**src/hdl/buzzer_beep_pattern_sequencer_macros.svh**
```systemverilog
// Assertion helpers shared by the sequencer modules.
`ifndef BUZZER_BEEP_PATTERN_SEQUENCER_MACROS_SVH
`define BUZZER_BEEP_PATTERN_SEQUENCER_MACROS_SVH

`ifndef SYNTHESIS

// Same-cycle implication, disabled while reset is asserted.
`define BBPS_ASSERT_SAME(label, clk, rst_n, ante, cons) \
	label: assert property (@(posedge clk) disable iff (!rst_n) (ante) |-> (cons)) \
		else $error("assertion failed");

// Next-cycle implication, disabled while reset is asserted.
`define BBPS_ASSERT_NEXT(label, clk, rst_n, ante, cons) \
	label: assert property (@(posedge clk) disable iff (!rst_n) (ante) |=> (cons)) \
		else $error("assertion failed");

`else

`define BBPS_ASSERT_SAME(label, clk, rst_n, ante, cons)
`define BBPS_ASSERT_NEXT(label, clk, rst_n, ante, cons)

`endif

`endif

```
**src/hdl/bbps_pkg.sv**
```systemverilog
package bbps_pkg;

	typedef enum logic [1:0] {
		MODE_TICK   = 2'd0,
		MODE_PRESET = 2'd1,
		MODE_CUSTOM = 2'd2,
		MODE_UNUSED = 2'd3
	} mode_t;

	typedef enum logic [1:0] {
		PRESET_CLICK    = 2'd0,
		PRESET_LIMIT    = 2'd1,
		PRESET_ALARM    = 2'd2,
		PRESET_POWER_ON = 2'd3
	} preset_t;

	localparam int CFG_INDEX_W = 1;
	localparam logic [CFG_INDEX_W-1:0] CFG_MUTE          = 1'b0;
	localparam logic [CFG_INDEX_W-1:0] CFG_ALARM_REPEATS = 1'b1;

	localparam logic [7:0]  ALARM_REPEATS_RESET = 8'd3;
	localparam logic [15:0] CLICK_ON_TICKS      = 16'd45;
	localparam logic [15:0] LIMIT_TICKS         = 16'd60;
	localparam logic [15:0] ALARM_TICKS         = 16'd100;
	localparam logic [15:0] POWER_ON_TICKS      = 16'd300;
	localparam logic [15:0] PRESET_FREQ         = 16'd2000;
	localparam logic [7:0]  PRESET_VOLUME       = 8'd50;

	typedef struct packed {
		mode_t       mode;
		preset_t     preset;
		logic [15:0] custom_freq;
		logic [7:0]  custom_volume;
		logic [15:0] custom_on_ms;
		logic [15:0] custom_off_ms;
		logic [7:0]  custom_repeats;
	} item_t;

	typedef struct packed {
		logic        tone_on;
		logic [15:0] tone_freq;
		logic [7:0]  tone_volume;
		logic        sequence_active;
	} result_t;

	typedef struct packed {
		logic [15:0] held_freq;
		logic [7:0]  held_volume;
		logic [15:0] on_length;
		logic [15:0] off_length;
		logic [15:0] phase_timer;
		logic [7:0]  repeats_left;
		logic        sounding;
	} seq_state_t;

	// Handshake between the input register and the result register.
	typedef struct packed {
		logic valid;
		logic advance;
	} stage_ctl_t;

endpackage

```
**src/hdl/bbps_in_stage.sv**
```systemverilog
module bbps_in_stage (
	input  logic               clk,
	input  logic               arst_n,
	input  logic               in_valid,
	output logic               in_ready,
	input  bbps_pkg::item_t    item,
	input  logic               out_free,
	output bbps_pkg::stage_ctl_t ctl,
	output bbps_pkg::item_t    item_s1
);

	logic valid_s1;

	assign ctl.valid   = valid_s1;
	assign ctl.advance = valid_s1 & out_free;
	assign in_ready    = ~valid_s1 | out_free;

	always_ff @(posedge clk or negedge arst_n) begin
		if (!arst_n) begin
			valid_s1 <= 1'b0;
		end else if (in_ready) begin
			valid_s1 <= in_valid;
		end
	end

	always_ff @(posedge clk) begin
		if (in_valid && in_ready) begin
			item_s1 <= item;
		end
	end

endmodule

```
**src/hdl/bbps_update.sv**
```systemverilog
`include "buzzer_beep_pattern_sequencer_macros.svh"

module bbps_update (
	input  logic                               clk,
	input  logic                               arst_n,
	input  logic                               advance,
	input  bbps_pkg::item_t                    item_s1,
	input  logic                               cfg_valid,
	input  logic [bbps_pkg::CFG_INDEX_W-1:0]   cfg_index,
	input  logic [7:0]                         cfg_data,
	output bbps_pkg::result_t                  result
);

	logic                  mute_q;
	logic [7:0]            alarm_repeats_q;
	bbps_pkg::seq_state_t  st_q;
	bbps_pkg::seq_state_t  st_nxt;

	logic        start;
	logic [15:0] ld_freq;
	logic [7:0]  ld_volume;
	logic [15:0] ld_on;
	logic [15:0] ld_off;
	logic [7:0]  ld_repeats;
	logic [7:0]  repeats_dec;
	logic        click_busy;

	assign repeats_dec = st_q.repeats_left - 8'd1;
	// A click that is already sounding is not restarted.
	assign click_busy  = st_q.sounding && (st_q.repeats_left == 8'd1) &&
		(st_q.off_length == 16'd0) && (st_q.on_length == bbps_pkg::CLICK_ON_TICKS);

	always_comb begin
		st_nxt     = st_q;
		start      = 1'b0;
		ld_freq    = bbps_pkg::PRESET_FREQ;
		ld_volume  = bbps_pkg::PRESET_VOLUME;
		ld_on      = bbps_pkg::CLICK_ON_TICKS;
		ld_off     = 16'd0;
		ld_repeats = 8'd1;
		case (item_s1.mode)
			bbps_pkg::MODE_TICK: begin
				if (st_q.repeats_left != 8'd0) begin
					if (st_q.phase_timer != 16'd0) begin
						st_nxt.phase_timer = st_q.phase_timer - 16'd1;
					end else if (st_q.sounding) begin
						st_nxt.sounding    = 1'b0;
						st_nxt.phase_timer = st_q.off_length;
						if (st_q.off_length == 16'd0) begin
							st_nxt.repeats_left = 8'd0;
						end
					end else begin
						st_nxt.repeats_left = repeats_dec;
						if (repeats_dec != 8'd0) begin
							st_nxt.sounding    = 1'b1;
							st_nxt.phase_timer = st_q.on_length;
						end
					end
				end
			end
			bbps_pkg::MODE_PRESET: begin
				case (item_s1.preset)
					bbps_pkg::PRESET_CLICK: begin
						start = ~click_busy;
					end
					bbps_pkg::PRESET_LIMIT: begin
						start  = 1'b1;
						ld_on  = bbps_pkg::LIMIT_TICKS;
						ld_off = bbps_pkg::LIMIT_TICKS;
					end
					bbps_pkg::PRESET_ALARM: begin
						start      = 1'b1;
						ld_on      = bbps_pkg::ALARM_TICKS;
						ld_off     = bbps_pkg::ALARM_TICKS;
						ld_repeats = alarm_repeats_q;
					end
					default: begin
						start = 1'b1;
						ld_on = bbps_pkg::POWER_ON_TICKS;
					end
				endcase
			end
			bbps_pkg::MODE_CUSTOM: begin
				start      = 1'b1;
				ld_freq    = item_s1.custom_freq;
				ld_volume  = item_s1.custom_volume;
				ld_on      = item_s1.custom_on_ms;
				ld_off     = item_s1.custom_off_ms;
				ld_repeats = item_s1.custom_repeats;
			end
			default: begin
			end
		endcase
		if (start && !mute_q) begin
			st_nxt.held_freq    = ld_freq;
			st_nxt.held_volume  = ld_volume;
			st_nxt.on_length    = ld_on;
			st_nxt.off_length   = ld_off;
			st_nxt.repeats_left = ld_repeats;
			st_nxt.phase_timer  = ld_on;
			st_nxt.sounding     = 1'b1;
		end
	end

	assign result.tone_on         = st_nxt.sounding;
	assign result.tone_freq       = st_nxt.held_freq;
	assign result.tone_volume     = st_nxt.held_volume;
	assign result.sequence_active = (st_nxt.repeats_left != 8'd0);

	always_ff @(posedge clk or negedge arst_n) begin
		if (!arst_n) begin
			st_q <= '0;
		end else if (advance) begin
			st_q <= st_nxt;
		end
	end

	always_ff @(posedge clk or negedge arst_n) begin
		if (!arst_n) begin
			mute_q          <= 1'b0;
			alarm_repeats_q <= bbps_pkg::ALARM_REPEATS_RESET;
		end else if (cfg_valid) begin
			if (cfg_index == bbps_pkg::CFG_MUTE) begin
				mute_q <= cfg_data[0];
			end else begin
				alarm_repeats_q <= cfg_data;
			end
		end
	end

	// A tick with no repeats left leaves the tone state alone.
	`BBPS_ASSERT_NEXT(a_idle_tick_stable, clk, arst_n, advance && (item_s1.mode == bbps_pkg::MODE_TICK) && (st_q.repeats_left == 8'd0), $stable(st_q))
	// Only a tick can silence the tone.
	`BBPS_ASSERT_NEXT(a_silence_by_tick, clk, arst_n, st_q.sounding && !(advance && (item_s1.mode == bbps_pkg::MODE_TICK)), st_q.sounding)
	// A muted start does not reprogram the tone.
	`BBPS_ASSERT_NEXT(a_mute_holds_freq, clk, arst_n, advance && mute_q && (item_s1.mode != bbps_pkg::MODE_TICK), $stable(st_q.held_freq) && $stable(st_q.on_length))

endmodule

```
**src/hdl/bbps_out_stage.sv**
```systemverilog
module bbps_out_stage (
	input  logic                 clk,
	input  logic                 arst_n,
	input  bbps_pkg::stage_ctl_t ctl,
	input  bbps_pkg::result_t    result,
	output logic                 out_free,
	output logic                 out_valid,
	input  logic                 out_ready,
	output bbps_pkg::result_t    result_s2
);

	logic valid_s2;

	assign out_free  = ~valid_s2 | out_ready;
	assign out_valid = valid_s2;

	always_ff @(posedge clk or negedge arst_n) begin
		if (!arst_n) begin
			valid_s2 <= 1'b0;
		end else if (out_free) begin
			valid_s2 <= ctl.advance;
		end
	end

	always_ff @(posedge clk) begin
		if (ctl.advance) begin
			result_s2 <= result;
		end
	end

endmodule

```
**src/hdl/buzzer_beep_pattern_sequencer.sv**
```systemverilog
// A result is offered from the result register, which holds the updated tone state;
// an input transfer passes through the input register, then the result register.
// Throughput: one item per cycle unless out_ready stalls the result register.
// Configuration writes are taken in any cycle (cfg_ready is always high).
// Reset clears the tone state, mute to 0, alarm_repeats to 3, and both stages empty.
`include "buzzer_beep_pattern_sequencer_macros.svh"

module buzzer_beep_pattern_sequencer (
	input  logic                             clk,
	input  logic                             arst_n,
	input  logic                             in_valid,
	output logic                             in_ready,
	input  logic [1:0]                       mode,
	input  logic [1:0]                       preset,
	input  logic [15:0]                      custom_freq,
	input  logic [7:0]                       custom_volume,
	input  logic [15:0]                      custom_on_ms,
	input  logic [15:0]                      custom_off_ms,
	input  logic [7:0]                       custom_repeats,
	output logic                             out_valid,
	input  logic                             out_ready,
	output logic                             tone_on,
	output logic [15:0]                      tone_freq,
	output logic [7:0]                       tone_volume,
	output logic                             sequence_active,
	input  logic                             cfg_valid,
	output logic                             cfg_ready,
	input  logic [bbps_pkg::CFG_INDEX_W-1:0] cfg_index,
	input  logic [7:0]                       cfg_data
);

	bbps_pkg::item_t      item;
	bbps_pkg::item_t      item_s1;
	bbps_pkg::stage_ctl_t ctl;
	bbps_pkg::result_t    result;
	bbps_pkg::result_t    result_s2;
	logic                 out_free;

	assign cfg_ready = 1'b1;

	assign item.mode           = bbps_pkg::mode_t'(mode);
	assign item.preset         = bbps_pkg::preset_t'(preset);
	assign item.custom_freq    = custom_freq;
	assign item.custom_volume  = custom_volume;
	assign item.custom_on_ms   = custom_on_ms;
	assign item.custom_off_ms  = custom_off_ms;
	assign item.custom_repeats = custom_repeats;

	bbps_in_stage u_in_stage (
		.clk      (clk),
		.arst_n   (arst_n),
		.in_valid (in_valid),
		.in_ready (in_ready),
		.item     (item),
		.out_free (out_free),
		.ctl      (ctl),
		.item_s1  (item_s1)
	);

	bbps_update u_update (
		.clk       (clk),
		.arst_n    (arst_n),
		.advance   (ctl.advance),
		.item_s1   (item_s1),
		.cfg_valid (cfg_valid),
		.cfg_index (cfg_index),
		.cfg_data  (cfg_data),
		.result    (result)
	);

	bbps_out_stage u_out_stage (
		.clk       (clk),
		.arst_n    (arst_n),
		.ctl       (ctl),
		.result    (result),
		.out_free  (out_free),
		.out_valid (out_valid),
		.out_ready (out_ready),
		.result_s2 (result_s2)
	);

	assign tone_on         = result_s2.tone_on;
	assign tone_freq       = result_s2.tone_freq;
	assign tone_volume     = result_s2.tone_volume;
	assign sequence_active = result_s2.sequence_active;

	// Input is only refused while the input register holds an item that cannot move on.
	`BBPS_ASSERT_SAME(a_ready_only_when_blocked, clk, arst_n, !in_ready, ctl.valid && out_valid && !out_ready)

endmodule
```
**config.mk**
```make
export PLATFORM = sky130hd
export DESIGN_NAME = buzzer_beep_pattern_sequencer
export DESIGN_NICKNAME = d
export VERILOG_FILES = /design/src/hdl/bbps_pkg.sv /design/src/hdl/bbps_in_stage.sv /design/src/hdl/bbps_update.sv /design/src/hdl/bbps_out_stage.sv /design/src/hdl/buzzer_beep_pattern_sequencer.sv
export VERILOG_INCLUDE_DIRS = /design/src /design/src/hdl
export SDC_FILE = /design/constraint.sdc
export NUM_CORES = 1
export LEC_CHECK = 0
export ABC_AREA = 1
export BUFFER_PORTS_ARGS = -buffer_cell sky130_fd_sc_hd__clkbuf_2
export CORE_ASPECT_RATIO = 1.75
export CORE_MARGIN = 3
export CORE_UTILIZATION = 45
export DETAILED_ROUTE_END_ITERATION = 12
export MAX_ROUTING_LAYER = met4
export PLACE_DENSITY = 0.69
export SYNTH_ARGS = -nofsm -noshare
export SYNTH_HDL_FRONTEND = slang
export SYNTH_SLANG_ARGS = --single-unit
```
**constraint.sdc**
```tcl
create_clock -name clk -period 3.45 [get_ports clk]
set_clock_uncertainty 0.15 [all_clocks]
set_input_delay 0.5175 -clock clk [delete_from_list [all_inputs] [get_ports clk]]
set_output_delay 0.5175 -clock clk [all_outputs]
set_load 0.1 [all_outputs]
```
# Word level (Yosys, flattened, before mapping)
# Cells that the tools add are included.
[totals]
reg_bits = 186
wordCells = 76
[op_classes]
n_addsub = 2
n_eq_ne = 6
muxes = 19
bitwise_logic = 7
n_reduce_logical = 20
[ops]
columns = ["op", "count"]
rows = [
  ["2-to-1 mux 81 bit", 1],
  ["2-to-1 mux 25 bit", 3],
  ["one-hot mux 16 bit (2 select lines)", 2],
  ["2-to-1 mux 16 bit", 3],
  ["one-hot mux 9 bit (3 select lines)", 1],
  ["2-to-1 mux 8 bit", 3],
  ["nonzero test 8 bit", 3],
  ["equality test 16 x 6 -> 1 bit (second input constant)", 1],
  ["logical NOT 16 bit", 1],
  ["one-hot mux 8 bit (2 select lines)", 1],
  ["nonzero test 16 bit", 1],
  ["subtractor 16 x 1 -> 16 bit (second input constant)", 1],
  ["one-hot mux 7 bit (2 select lines)", 1],
  ["2-to-1 mux 9 bit", 1],
  ["equality test 8 x 1 -> 1 bit (second input constant)", 1],
  ["subtractor 8 x 1 -> 8 bit (second input constant)", 1],
  ["AND reduction 2 bit", 3],
  ["logical AND 1 bit", 5],
  ["equality test 2 x 1 -> 1 bit (second input constant)", 2],
  ["equality test 2 bit (second input constant)", 2],
  ["logical NOT 2 bit", 2],
  ["inverter 1 bit", 4],
  ["AND reduction 4 bit", 1],
  ["nonzero test 2 bit", 2],
  ["other kinds (6)", 8],
]

# Depth between registers and ports, before layout
[logic_depth]
depth_word = 10
depth_mapped = 16
mapped_depth_nobuf = 15

# Modules after synthesis
# From an unflattened synthesis, not the netlist that was laid out.
[unflattened]
hier_cells = 925
area_unflattened_um2 = 8780.9
[by_module_without_submodules]
columns = ["mod", "instances", "cells_per_inst", "area_per_inst_um2"]
rows = [
  ["bbps_update", 1, 815, 5841.9],
  ["bbps_in_stage", 1, 77, 2102.0],
  ["bbps_out_stage", 1, 31, 825.8],
  ["buzzer_beep_pattern_sequencer", 1, 2, 11.3],
]

# Least setup slack after synthesis
# OpenSTA, ideal clock, no wires.
[synth_path]
path_type = "register to register"
startpoint = "register u_out_stage.valid_s2 (netlist: u_out_stage.out_valid)"
endpoint = "register, netlist name u_in_stage.item_s1[0]"
setup_time_ps = 422
arrival_time_ps = 3168
required_ps = 2878
path_slack_ps = -290
path_stages_with_launch = 4
path_buffers = 0
period_less_slack_ps = 3740
path_cell_list = "dfrtp_1 -> nand3_1 -> nand2_1 -> inv_1"
[synth_between]
elab_chain_cells = 4
[synth_rtl]
columns = ["element", "line", "text"]
rows = [
  ["start, declared", "bbps_out_stage.sv:12", "logic valid_s2;"],
  ["start signal, assigned", "bbps_out_stage.sv:21", "valid_s2 <= ctl.advance;"],
  ["inverter 1 bit", "bbps_out_stage.sv:14", "assign out_free = ~valid_s2 | out_ready;"],
  ["OR 1 bit", "bbps_out_stage.sv:14", ""],
  ["OR 1 bit", "bbps_in_stage.sv:16", "assign in_ready = ~valid_s1 | out_free;"],
  ["net in_ready", "buzzer_beep_pattern_sequencer.sv:12", "output logic in_ready,"],
  ["logical AND 1 bit", "bbps_in_stage.sv:27", "if (in_valid && in_ready) begin"],
]
# The timed path passes the listed nets, and every way through them passes these cells.
# A chain may end at the register's enable or synchronous reset.

==> metrics.txt <==
number of remaining DRC errors 0; Final setup viols 0; Post-CTS Hold Buffers 0; placed cell areas 9240 sq um; Slew Viols, Final 0; core area 18200 sq um; register bit total from synthesis 186; Seq/Total Area, Yosys 0.607; CP Class reg2reg; I/O pin cnt 111; Hold Worst Slack -0.0319 ns; First DRT Iteration DRCs 347; HP Class in2async; RSZ-0062 raised after global routing false; Startpoint Class register; Detail Placement HPWL 14700 um; Worst path slowest cell nor2_4; Initial Util 0.464; CTS H-tree lvls 4; final worst-path cycle share 0.860; syn_nets 985; clock sinks 186; Nets 1092; final instance area 9850 sq um; Max-cap violations 0; CTS root buf clkbuf_16; failing checks negative hold slack; worst vdd ir 496 uV; port buffer count 109; proportion of layout cells with a drive suffix above 1 0.181; final core utilization 0.541; status finished, violations left; Leak Pwr 4.44 nW; register area 5130 sq um; Synth Cell Area 8440 sq um; GR Overflow Total 0; RePlAce Congestion 0.904; final setup TNS 0 ns; CTS tree done; routed len/inst 16.2 um; Period minus WS final 2.97 ns; cells after synthesis 890; Die Wd 110 um; Worst EP required 3.49 ns; crit path setup slack, layout 0.483 ns; worst skew pair latency 0.43 ns; clk slew on worst S/H paths 0.07 ns; slew margin rel. 0.538; Synth area leaders edfxtp_1, dfrtp_1, nand2_1; fmax 337 MHz; worst-path maximum fanout 32; FP Rows 65; Data arrival, critical path 3.00 ns; Avg Vias per Cell 5.19; largest net degree at the start of global routing 52; CP bufs+invs 4; syn_area_per_cell 9.49 sq um; clock buffer depth 2; DP Worst Slack 0.298 ns; Cell Pwr Density 906 nW/um^2; Routed Wire Length 20200 um; vias in the first global route 6579; crit-path cells inv_1, ha_1, inv_2, nor2_1, inv_2, nor2_4, inv_2, nand2_4, nand3_1, nand2_1, nand2_1, nor2_1, nand2_1; Num CTS Buffers 17; area occupied by multi-input gates 2810 sq um; Layout area overhead 16.6%; # diodes 0; Crit path max-delay family simple AND/OR/NAND/NOR gates; antenna violation net count after detailed routing 0; Synth warnings 0; area leader, netlist edfxtp_1; routed via count 6457; Die H 187 um; Pre-antenna DRT Iters 6; global-route wire length before repair 32700 um; fillers 1673; Critical Path End Type register; Cell variety after synth 37; measured slew at the worst slew-check pin 0.693 ns; initial antenna violation count 0; Die ar. 20500 sq um; share of the synthesized area in the top cell type 0.334; Crit path largest cell delay 0.40 ns; Final Hold Fails 33; total global routing track utilization 0.214
[power by group]
group / internal, mW / switching [mW]
clock network: 1.11 / 0.877
logic: 1.06 / 2.56
registers: 2.97 / 0.340
total: 5.15 / 3.77
[layout make-up]
type / count / share of cell area
inverters: 98 / 0.0377
clock buffers: 18 / 0.0446
well taps: 234 / 0.0297
repair buffers: 121 / 0.0661
clock inverters: 14 / 0.0161
multi-input cells: 573 / 0.285
flip-flops and latches: 186 / 0.521
[flip-flops by register name (all words and copies together) (netlist names)]
name,cells
u_in_stage.valid_s1,1
u_out_stage.result_s2,26
u_update.alarm_repeats_q,8
u_update.mute_q,1
u_in_stage.item_s1,68
u_out_stage.out_valid,1
u_update.st_q,81
[metrics by stage]
step	total power [mW]	instances
6_report	8.92	1244
5_1_grt	9.50	1244
4_1_cts	8.93	1244
3_5_place_dp	6.94	1212
3_3_place_gp	6.88	1212
2_1_floorplan	6.06	890
[path summary, 6_finish.rpt]
check	startpoint	cells after the start	end	slack (ns)
worst min register to register	u_in_stage.item_s1[16]	2	u_update.st_q[33]	0.33
max in group asynchronous	arst_n	2	u_update.st_q[19]	2.38
worst max-delay path	u_in_stage.item_s1[66]	13	u_out_stage.result_s2[0]	0.48
worst min-delay path	arst_n	1	u_update.st_q[76]	-0.03
min in group clk	custom_repeats[2]	1	u_in_stage.item_s1[2]	0.11
worst max register to register	u_in_stage.item_s1[66]	13	u_out_stage.result_s2[0]	0.48
[cell usage after synthesis]
| cell type | n |
|---|---|
| or2_2 | 1 |
| inv_1 | 93 |
| nand2_1 | 242 |
| clkbuf_1 | 16 |
| o21ai_1 | 9 |
| buf_6 | 1 |
| mux2_2 | 7 |
| buf_1 | 4 |
| o21ai_0 | 81 |
| xor2_1 | 13 |
| dfstp_2 | 2 |
| nor4_1 | 1 |
| nand3_1 | 48 |
| xnor2_1 | 3 |
| nor2_2 | 3 |
| a22o_1 | 3 |
| o211ai_1 | 6 |
| inv_2 | 5 |
| o22ai_1 | 21 |
| ha_1 | 13 |
| a31oi_1 | 1 |
| a21oi_4 | 1 |
| a21oi_1 | 26 |
| buf_2 | 9 |
| dfrtp_1 | 90 |
| nand3b_1 | 3 |
| nand4_1 | 2 |
| nor3_1 | 2 |
| nor2_1 | 76 |
| a211oi_1 | 1 |
| buf_4 | 3 |
| nand3_2 | 2 |
| conb_1 | 1 |
| nand2_2 | 2 |
| a221oi_1 | 1 |
| nor2_4 | 4 |
| edfxtp_1 | 94 |
[what timing repair did]
action	in CTS	in global routing
hold endpoints to repair	0	0
gates resized for setup	0	1
setup endpoints to repair	0	1
buffers inserted	0	0
[layer usage]
| layer | wire length, um | global-route usage | up-vias |
|---|---|---|---|
| li1 | - | - | 3132 |
| met1 | 7430 | 0.235 | 3056 |
| met2 | 10900 | 0.364 | 204 |
| met3 | 855 | 0.0377 | 65 |
| met4 | 1020 | 0.110 | 0 |
| met5 | 0 | - | - |
[placed cells by master (no fill, tap or decap), drive strengths merged, types with 4 or more instances in the layout]
cell type  count
nand2        244
clkbuf       126
inv          105
edfxtp        94
dfrtp         90
o21ai         90
nor2          83
nand3         50
a21oi         27
o22ai         21
xor2          13
ha            13
buf           13
mux2           7
o211ai         6
clkinv         4
[cells by family (layout without fill, tap and decap cells)]
logic type,count (synthesis),after routing,share of synthesized area
buffers and inverters,131,251,0.0618
AND/OR/NAND/NOR,386,386,0.188
flip-flops,186,186,0.607
AO/OA/AOI/OAI,150,150,0.0973
XOR/XNOR,16,16,0.0166
adder cells (fa/ha/maj),13,13,0.0193
other,1,1,0.000444
multiplexers,7,7,0.00934
No activity file was read; power rests on OpenSTA's default activity.
